## src/rtl/fbcd_pkg.sv

```systemverilog
// Package for the FIFO block cache directory: sizes, codes, word and port types.
// Used by fbcd_ctrl and the top level in rtl/.
`timescale 1ns / 1ps

package fbcd_pkg;

   localparam int ENTRIES   = 1024;
   localparam int IDX_W     = $clog2(ENTRIES);
   localparam int N_W       = IDX_W + 1;
   localparam int SIZE_W    = 11;
   localparam int DEV_W     = 16;
   localparam int BLK_W     = 32;
   localparam int SLOT_W    = 10;
   localparam int COUNT_W   = 11;
   localparam int CSR_IDX_W = 1;
   localparam int CSR_DAT_W = 16;

   localparam logic [COUNT_W-1:0] COUNT_MAX = {COUNT_W{1'b1}};
   localparam logic [DEV_W-1:0]   NO_DEVICE = '0;
   localparam logic [DEV_W-1:0]   RAM_DEVICE_RESET = 16'd256;

   typedef enum logic [1:0] {
      OP_LOOKUP = 2'd0,
      OP_INSERT = 2'd1,
      OP_INVAL  = 2'd2
   } op_type;

   localparam logic [CSR_IDX_W-1:0] CSR_CACHE_SIZE = 1'b0;
   localparam logic [CSR_IDX_W-1:0] CSR_RAM_DEVICE = 1'b1;

   typedef struct packed {
      logic [1:0]       op;
      logic [DEV_W-1:0] device;
      logic [BLK_W-1:0] block_number;
      logic             search_only;
   } req_type;

   typedef struct packed {
      logic              hit;
      logic [SLOT_W-1:0] slot;
   } rsp_type;

   typedef struct packed {
      logic [SIZE_W-1:0] cache_size;
      logic [DEV_W-1:0]  ram_device;
   } cfg_type;

   typedef struct packed {
      logic [DEV_W-1:0] device;
      logic [BLK_W-1:0] block;
   } tag_type;

   localparam int TAG_W = $bits(tag_type);

   typedef struct packed {
      logic             we;
      logic [IDX_W-1:0] waddr;
      tag_type          wdata;
      logic [IDX_W-1:0] raddr;
   } tag_port_type;

   typedef struct packed {
      logic               we;
      logic [IDX_W-1:0]   waddr;
      logic [COUNT_W-1:0] wdata;
      logic [IDX_W-1:0]   raddr;
   } cnt_port_type;

endpackage

```

## src/rtl/fbcd_ctrl.sv

```systemverilog
// Directory sequencer: clear pass, lookup search, insert and invalidate walks
// over the tag and count RAMs. Uses fbcd_pkg.
`timescale 1ns / 1ps

module fbcd_ctrl
   import fbcd_pkg::*;
(
   input  logic               clock,
   input  logic               reset,
   input  logic               start,
   output logic               busy,
   input  req_type            req_word,
   input  cfg_type            cfg,
   output tag_port_type       tag_port,
   input  tag_type            tag_rd,
   output cnt_port_type       cnt_port,
   input  logic [COUNT_W-1:0] cnt_rd,
   output logic               rsp_strobe,
   output rsp_type            rsp_word
);

   typedef enum logic [9:0] {
      ST_CLR       = 10'b0000000001,
      ST_IDLE      = 10'b0000000010,
      ST_LK_CHK    = 10'b0000000100,
      ST_LK_SRCH   = 10'b0000001000,
      ST_INS_TAG   = 10'b0000010000,
      ST_INS_DEC   = 10'b0000100000,
      ST_INS_RDINC = 10'b0001000000,
      ST_INS_INC   = 10'b0010000000,
      ST_INV_CMP   = 10'b0100000000,
      ST_INV_DEC   = 10'b1000000000
   } state_type;

   state_type          state_ff, state_in;
   logic [IDX_W-1:0]   cur_ff, cur_in;
   logic [N_W-1:0]     issued_ff, issued_in;
   logic [N_W-1:0]     n_ff, n_in;
   logic [IDX_W-1:0]   next_ff, next_in;
   logic [IDX_W-1:0]   bkt_ff, bkt_in;
   logic               dis_ff, dis_in;
   req_type            item_ff, item_in;
   logic               rsp_strobe_ff;
   rsp_type            rsp_word_ff;

   logic               fin, fin_hit;
   logic [IDX_W-1:0]   fin_slot;
   logic               dis_acc;
   logic [N_W-1:0]     n_lim, n_acc;
   logic [IDX_W-1:0]   start_slot, prev_slot, cur_inc;
   logic               last_slot;
   logic [IDX_W-1:0]   item_bkt, tag_bkt;
   logic [COUNT_W-1:0] cnt_dec, cnt_inc;

   always_comb begin
      // slots in use, with a RAM-device lookup disabling right away
      dis_acc = dis_ff | ((req_word.op == OP_LOOKUP) &&
                          (req_word.device == cfg.ram_device));
      n_lim = (cfg.cache_size > SIZE_W'(ENTRIES)) ? N_W'(ENTRIES) : N_W'(cfg.cache_size);
      n_acc = dis_acc ? '0 : n_lim;
      start_slot = ({1'b0, next_ff} < n_acc) ? next_ff : '0;
      prev_slot  = IDX_W'(((cur_ff == '0) ? n_ff : {1'b0, cur_ff}) - 1'b1);
      cur_inc    = cur_ff + 1'b1;
      last_slot  = ({1'b0, cur_ff} + 1'b1) == n_ff;
      item_bkt   = item_ff.block_number[IDX_W-1:0];
      tag_bkt    = tag_rd.block[IDX_W-1:0];
      cnt_dec    = (cnt_rd == '0) ? '0 : cnt_rd - 1'b1;
      cnt_inc    = (cnt_rd == COUNT_MAX) ? cnt_rd : cnt_rd + 1'b1;
   end

   always_comb begin
      state_in  = state_ff;
      cur_in    = cur_ff;
      issued_in = issued_ff;
      n_in      = n_ff;
      next_in   = next_ff;
      bkt_in    = bkt_ff;
      dis_in    = dis_ff;
      item_in   = item_ff;
      fin       = 1'b0;
      fin_hit   = 1'b0;
      fin_slot  = '0;
      tag_port.we    = 1'b0;
      tag_port.waddr = cur_ff;
      tag_port.wdata = '0;
      tag_port.raddr = cur_ff;
      cnt_port.we    = 1'b0;
      cnt_port.waddr = bkt_ff;
      cnt_port.wdata = '0;
      cnt_port.raddr = bkt_ff;

      case (state_ff)
         ST_CLR: begin
            tag_port.we    = 1'b1;
            cnt_port.we    = 1'b1;
            cnt_port.waddr = cur_ff;
            cur_in         = cur_inc;
            if (cur_ff == IDX_W'(ENTRIES - 1)) begin
               state_in = ST_IDLE;
            end
         end
         ST_IDLE: begin
            if (start) begin
               item_in = req_word;
               dis_in  = dis_acc;
               n_in    = n_acc;
               cur_in  = start_slot;
               case (req_word.op)
                  OP_LOOKUP: begin
                     if (n_acc == '0 || req_word.search_only) begin
                        fin = 1'b1;
                     end else begin
                        cnt_port.raddr = req_word.block_number[IDX_W-1:0];
                        state_in = ST_LK_CHK;
                     end
                  end
                  OP_INSERT: begin
                     if (n_acc == '0) begin
                        fin = 1'b1;
                     end else begin
                        tag_port.raddr = start_slot;
                        next_in  = (({1'b0, start_slot} + 1'b1) >= n_acc) ? '0
                                                                          : start_slot + 1'b1;
                        state_in = ST_INS_TAG;
                     end
                  end
                  OP_INVAL: begin
                     if (n_acc == '0) begin
                        fin = 1'b1;
                     end else begin
                        tag_port.raddr = '0;
                        cur_in   = '0;
                        state_in = ST_INV_CMP;
                     end
                  end
                  default: begin
                     fin = 1'b1;
                  end
               endcase
            end
         end
         ST_LK_CHK: begin
            // bucket filter says no match possible
            if (cnt_rd == '0) begin
               fin = 1'b1;
            end else begin
               tag_port.raddr = prev_slot;
               cur_in    = prev_slot;
               issued_in = N_W'(1);
               state_in  = ST_LK_SRCH;
            end
         end
         ST_LK_SRCH: begin
            // tag_rd holds the slot at cur_ff; search runs newest first
            if (tag_rd.device == item_ff.device && tag_rd.block == item_ff.block_number) begin
               fin      = 1'b1;
               fin_hit  = 1'b1;
               fin_slot = cur_ff;
            end else if (issued_ff == n_ff) begin
               fin = 1'b1;
            end else begin
               tag_port.raddr = prev_slot;
               cur_in    = prev_slot;
               issued_in = issued_ff + 1'b1;
            end
         end
         ST_INS_TAG: begin
            tag_port.we    = 1'b1;
            tag_port.wdata = '{device: item_ff.device, block: item_ff.block_number};
            if (tag_rd.device != NO_DEVICE) begin
               cnt_port.raddr = tag_bkt;
               bkt_in   = tag_bkt;
               state_in = ST_INS_DEC;
            end else begin
               cnt_port.raddr = item_bkt;
               bkt_in   = item_bkt;
               state_in = ST_INS_INC;
            end
         end
         ST_INS_DEC: begin
            cnt_port.we    = 1'b1;
            cnt_port.wdata = cnt_dec;
            state_in       = ST_INS_RDINC;
         end
         ST_INS_RDINC: begin
            // separate read so a shared bucket sees the decremented count
            cnt_port.raddr = item_bkt;
            bkt_in   = item_bkt;
            state_in = ST_INS_INC;
         end
         ST_INS_INC: begin
            cnt_port.we    = 1'b1;
            cnt_port.wdata = cnt_inc;
            fin      = 1'b1;
            fin_slot = cur_ff;
         end
         ST_INV_CMP: begin
            if (tag_rd.device == item_ff.device) begin
               tag_port.we    = 1'b1;
               tag_port.wdata = '{device: NO_DEVICE, block: tag_rd.block};
               cnt_port.raddr = tag_bkt;
               bkt_in   = tag_bkt;
               state_in = ST_INV_DEC;
            end else if (last_slot) begin
               fin = 1'b1;
            end else begin
               tag_port.raddr = cur_inc;
               cur_in = cur_inc;
            end
         end
         ST_INV_DEC: begin
            cnt_port.we    = 1'b1;
            cnt_port.wdata = cnt_dec;
            if (last_slot) begin
               fin = 1'b1;
            end else begin
               tag_port.raddr = cur_inc;
               cur_in   = cur_inc;
               state_in = ST_INV_CMP;
            end
         end
         default: begin
            state_in = ST_IDLE;
         end
      endcase

      if (fin) begin
         state_in = ST_IDLE;
      end
   end

   always_ff @(posedge clock) begin
      if (reset) begin
         state_ff      <= ST_CLR;
         cur_ff        <= '0;
         issued_ff     <= '0;
         n_ff          <= '0;
         next_ff       <= '0;
         bkt_ff        <= '0;
         dis_ff        <= 1'b0;
         rsp_strobe_ff <= 1'b0;
      end else begin
         state_ff      <= state_in;
         cur_ff        <= cur_in;
         issued_ff     <= issued_in;
         n_ff          <= n_in;
         next_ff       <= next_in;
         bkt_ff        <= bkt_in;
         dis_ff        <= dis_in;
         rsp_strobe_ff <= fin;
      end
   end

   always_ff @(posedge clock) begin
      item_ff <= item_in;
      if (fin) begin
         rsp_word_ff.hit  <= fin_hit;
         rsp_word_ff.slot <= SLOT_W'(fin_slot);
      end
   end

   assign busy       = (state_ff != ST_IDLE);
   assign rsp_strobe = rsp_strobe_ff;
   assign rsp_word   = rsp_word_ff;

endmodule

```

## config.mk

```make
export PLATFORM = sky130hd
export DESIGN_NAME = fbcd_ctrl
export DESIGN_NICKNAME = d
export VERILOG_FILES = /design/src/rtl/fbcd_pkg.sv /design/src/rtl/fbcd_ctrl.sv
export SDC_FILE = /design/constraint.sdc
export NUM_CORES = 1
export LEC_CHECK = 0
export ABC_AREA = 0
export BUFFER_PORTS_ARGS = -buffer_cell sky130_fd_sc_hd__buf_2
export CAP_MARGIN = 10
export CELL_PAD_IN_SITES_DETAIL_PLACEMENT = 1
export CELL_PAD_IN_SITES_GLOBAL_PLACEMENT = 1
export CORE_MARGIN = 1.5
export CORE_UTILIZATION = 44
export CTS_BUF_LIST = sky130_fd_sc_hd__clkbuf_8
export CTS_CLUSTER_DIAMETER = 40
export CTS_CLUSTER_SIZE = 28
export DETAILED_ROUTE_END_ITERATION = 6
export PLACE_DENSITY = 0.87
export SETUP_SLACK_MARGIN = 0.02
export SLEW_MARGIN = 20
export SYNTH_ARGS = -nofsm -noshare
export SYNTH_HDL_FRONTEND = slang
export SYNTH_SLANG_ARGS = --single-unit
export TNS_END_PERCENT = 100
```

## constraint.sdc

```tcl
create_clock -name clock -period 15.7 [get_ports clock]
set_clock_uncertainty 0.15 [all_clocks]
set_input_delay 0.785 -clock clock [delete_from_list [all_inputs] [get_ports clock]]
set_output_delay 0.785 -clock clock [all_outputs]
set_load 0.02 [all_outputs]
```

# Word level (Yosys, flattened, before mapping)
# Cells that the tools add are included.
# word_totals
ff_bits	123
latch_bits	0
mem_bits_rw	0
mem_bits_ro	0
input_bits	140
out_inout_bits	114
word_cells	155
memories	0
# classes
addsub	8
n_mul	0
div_mod_pow	0
order_cmp	3
n_eq_ne	41
shift	0
mux	64
n_bitwise	3
reduce_logical	23
# ops
operator	n
$mux W10	29
$pmux W48 S2	1
$pmux W10 S9	1
$mux W11	7
$pmux W10 S3	2
$pmux W10 S6	1
$pmux W10 S5	1
$pmux W11 S2	2
$pmux W10 S2	2
$pmux W10 S4	1
$eq A16 B16 Y1	2
$eq A32 B32 Y1	1
$mux W32	1
$ne A3 B3 Y1 const B	8
$add A10 B1 Y11 const B	2
$add A11 B1 Y11 const B	2
$eq A11 B11 Y1	2
$logic_not A11 Y1	2
$add A10 B1 Y10 const B	2
$eq A10 B10 Y1 const B	2
$reduce_and A10 Y1	2
$reduce_bool A16 Y1	1
$ne A2 B2 Y1 const B	7
$ne A4 B4 Y1 const B	3
other kinds (39)	58

# Longest topological paths before layout
# depth
depth_word	12
mapped_depth	27
ltp_nobuf	26

# Worst setup path before layout
# OpenSTA, ideal clock, no wires.
# synth_timing
path_type	input port to flip-flop
start	input cfg[4] (netlist bit)
end	register next_ff[2]
setup_ps	60
arrival_ps	6303
required_ps	15490
path_slack_ps	9188
path_stages	27
n_path_buf	2
cell_sequence	xor2_1 > nor4_1 > nand3_1 > o21bai_1 > a21oi_1 > clkbuf_1 > nand2_1 > ha_1 > a21oi_1 > nor2_1 > a311o_1 > o41a_1 > o21a_1 > clkbuf_1 > nor2b_1 > ha_1 > nand3_1 > nor2_1 > xnor2_1 > nor2_1 > ha_1 > a211o_1 > o221ai_1 > o21ba_2 > nor4_2 > and2_1 > a221o_1
# synth_via
elab_chain_len	9
word_cells_on_any_way	13
cone_classes	add/sub (2); order compare (2); eq/ne (1); mux (3); bitwise (2); reduce/logical (3)
# synth_lines
item	line_no	text
start: declaration	fbcd_ctrl.sv:13	input cfg_type cfg,
$eq A16 B16 Y1 *	fbcd_ctrl.sv:58	(req_word.device == cfg.ram_device));
$logic_and A1 B1 Y1 *	fbcd_ctrl.sv:57	dis_acc = dis_ff | ((req_word.op == OP_LOOKUP) &&
$or A1 B1 Y1 *	fbcd_ctrl.sv:57	
$mux W11 *	fbcd_ctrl.sv:60	n_acc = dis_acc ? '0 : n_lim;
$lt A10 B11 Y1	fbcd_ctrl.sv:61	start_slot = ({1'b0, next_ff} < n_acc) ? next_ff : '0;
$mux W10	fbcd_ctrl.sv:61	
$add A10 B1 Y11	fbcd_ctrl.sv:122	next_in = (({1'b0, start_slot} + 1'b1) >= n_acc) ? '0
$ge A11 B11 Y1	fbcd_ctrl.sv:122	
$mux W10	fbcd_ctrl.sv:122	
end signal: assignment	fbcd_ctrl.sv:247	next_ff <= next_in;
end: declaration	fbcd_ctrl.sv:39	logic [IDX_W-1:0] next_ff, next_in;
# Every way passes the cells marked *; elsewhere a longest branch is shown, timed or not.
# A chain may end at the register's enable or synchronous reset.

# Final worst setup path
# layout_timing
start	input cfg[11] (netlist bit)
end	register next_ff[2]
# Same word-level chain as after synthesis.

==> impl_metrics.yaml <==
sta:
  slew_headroom_pct: 19.9
  setup_slack_ns: 8.67
  drv_slew: 0
  tightest_slew_ns: 1.19
  setup-tns-final_ns: 0
  fmax_ghz: 0.142
  min_period_over_period_pct: 44.8
  setup_viol: 0
  hold_violations: 0
  rsz0062_at_grt: "no"
  finalCriticalPeriod_ns: 7.03
floorplan:
  rows: 53
  core-area_um2: 21200
  io_pins: 254
  start_util_pct: 45.3
  die_h_um: 151
  die_x_um: 151
  die_area_um2: 22800
yosys:
  yosysUniqueCellTypes: 89
  ys_seq_area_share_pct: 31.7
  synth_area_leaders: "edfxtp_1, dfxtp_1, xor2_1"
  synth_area_um2: 9620
  ys.flop_type: "dfxtp_1"
  yosysWarningCount: 0
  netlist.area_leader.share_pct: 18.4
  syn_inst: 1139
  synth-edff-count: 59
  synthArstFlopShare_pct: 0
  synth_seq_cells: 123
  syn-num-nets: 1311
  syn_avg_cell_area_um2: 8.45
  synth_top_area_cell: "edfxtp_1"
finish:
  final_common_cell: "buf_2"
  multi_input_area_um2: 6180
  fill_cells: 2641
  seqCellArea_um2: 3050
  final_cell_mix: "buf_2, nand2_1, a21oi_1"
  fin_nets: 1527
  final-instance-count-excl-fill: 1643
  drive_above_1_share_pct: 25.3
  flow.area_growth_from_synthesis_pct: 18.7
  diodes: 0
power:
  pwr-share-clk_pct: 25.6
  intPower_mw: 0.642
  sw_frac_of_total_pct: 43.0
  comb_power_share_pct: 41.1
  p_total_mw: 1.13
  power_switching_mw: 0.485
  p_per_area_nw_per_um2: 98.7
  vdd_ir_drop_max_mv: 0.0617
  pwr-share-seq_pct: 33.3
  p_leak_nw: 4.69
grt:
  antenna_found_initial: 0
  grt_usage_pct: 33.9
  grt_pass1_vias: 10601
  grt_pass1_wl_mm: 59.3
  grt_max_degree: 51
  grt_overflow: 0
place:
  placedCellCount: 1611
  io_buffers: 253
  hpwlAfterDp_mm: 29.2
  gp_congestion: 0.973
  dp_slack_ns: 8.11
critical_path:
  slowest_stage: "nor4_2"
  worstPathArrival_ns: 7.28
  start_kind: "primary input"
  crit_path_max_fanout: 17
  crit_type: "primary input to register"
  timing.rr.end: "next_ff[2]"
  worstPathRequired_ns: 15.96
  slowest_delay_ns: 0.68
  r2r_start: "dis_ff"
  reg2reg_slack_ns: 9.31
  reg2reg_depth: 22
  worst_setup_path_end_kind: "register"
cts:
  clock_sinks: 123
  clkLatencyLatePin_ns: 0.47
  cts_setup_buffers: 0
  ctsHoldBuffers: 0
  clock_path_buffers: 2
  post_cts_resized: 0
  cts_made_buffers: 17
  cts_tree: "yes"
  htree_num_levels: 4
  clockRootBuffer: "clkbuf_8"
  clk_pin_slew_ns: 0.10
min_path:
  hold_depth: 1
  min_from: "req_word[31]"
  hold_end: "item_ff[31]"
  worst_hold_path_type: "primary input to register"
drt:
  dr.pass1.iters: 7
  drc: 0
  vias: 10525
  drt_wl_total_mm: 38.6
  wire_per_inst_um: 23.5
  ant_nets: 0
  vias_per_cell: 6.41
  drt-initial-drc-count: 907
run:
  drv_cap: 0
run_status:
  status: "finished, final reports clean"
-- cell type report --
type,instances,area share [%]
clock buffers,17,2.05
clock inverters,15,1.23
inverters,29,0.975
multi-input cells,919,54.1
flip-flops and latches,123,26.7
well taps,275,3.01
repair buffers,265,11.9
-- flip-flops by register name, summed over array words and instances, names as in the netlist, 11 cells and up --
signal	cells
issued_ff	11
item_ff	38
n_ff	11
rsp_word	11
-- worst max-delay path, delay by kind of cell --
kind / cells / cell delay (ns)
AOI/OAI and AO/OA: 10 / 2.95
xor gates and xnor gates: 2 / 0.29
adders and majority gates: 3 / 0.72
buffers and inverters: 1 / 0.10
and+or+nand+nor: 10 / 2.43
-- layer usage --
metal	track usage (%)	vias to the layer above	wire length, um
li1	-	4723	-
met1	42.8	5170	15800
met2	57.3	525	18700
met3	4.49	107	2580
met4	15.4	0	1490
met5	0	-	0
-- stage by stage --
| step | hold WS, ns | instance area (um2) | utilization [%] |
|---|---|---|---|
| global placement | 0.329 | 11000 | 52.0 |
| CTS | 0.317 | 11400 | 53.8 |
| finish | 0.327 | 11400 | 53.8 |
| detailed placement | 0.333 | 11000 | 52.0 |
| floorplan | 0.310 | 9620 | - |
| global route | 0.317 | 11400 | 53.8 |
-- power groups by stage --
stage                     Combinational, mW  Clock, mW  Sequential (mW)
final                                 0.463      0.288            0.376
after global routing                  0.498      0.301            0.377
after CTS                             0.455      0.288            0.375
after detailed placement              0.451          0            0.382
after global placement                0.443          0            0.381
after floorplan                       0.306          0            0.378
-- Yosys cell counts (13+ instances only) --
master    instances
a211oi_1         13
a21oi_1          91
a22o_1           38
a31oi_1          17
and2_1           38
and3_1           19
buf_2            18
clkbuf_1         47
dfxtp_1          64
edfxtp_1         59
ha_1             32
inv_1            28
nand2_1          97
nand3_1          38
nand4_1          36
nor2_1           83
nor3_1           21
nor4_1           26
o21ai_0          52
xnor2_1          55
xor2_1           56
-- cell families after synthesis --
family	count (synthesis)	share of synthesized area (%)
compound gates	319	23.2
xor+xnor	111	10.1
fa+ha+maj	32	4.16
buf+inv	97	4.16
flops	123	31.7
mux	12	1.38
simple gates	445	25.2
-- how the worst max path moves through the flow --
stage / start / to / slack (ns) / depth (start not counted)
floorplan: cfg[4] / next_ff[2] / 9.19 / 27
global placement: req_word[49] / next_ff[2] / 8.37 / 26
detailed placement: req_word[49] / next_ff[2] / 8.11 / 26
CTS: req_word[49] / next_ff[2] / 8.49 / 26
global route: req_word[44] / next_ff[9] / 8.20 / 26
finish: cfg[11] / next_ff[2] / 8.67 / 26
No activity file was read; power rests on OpenSTA's default activity.
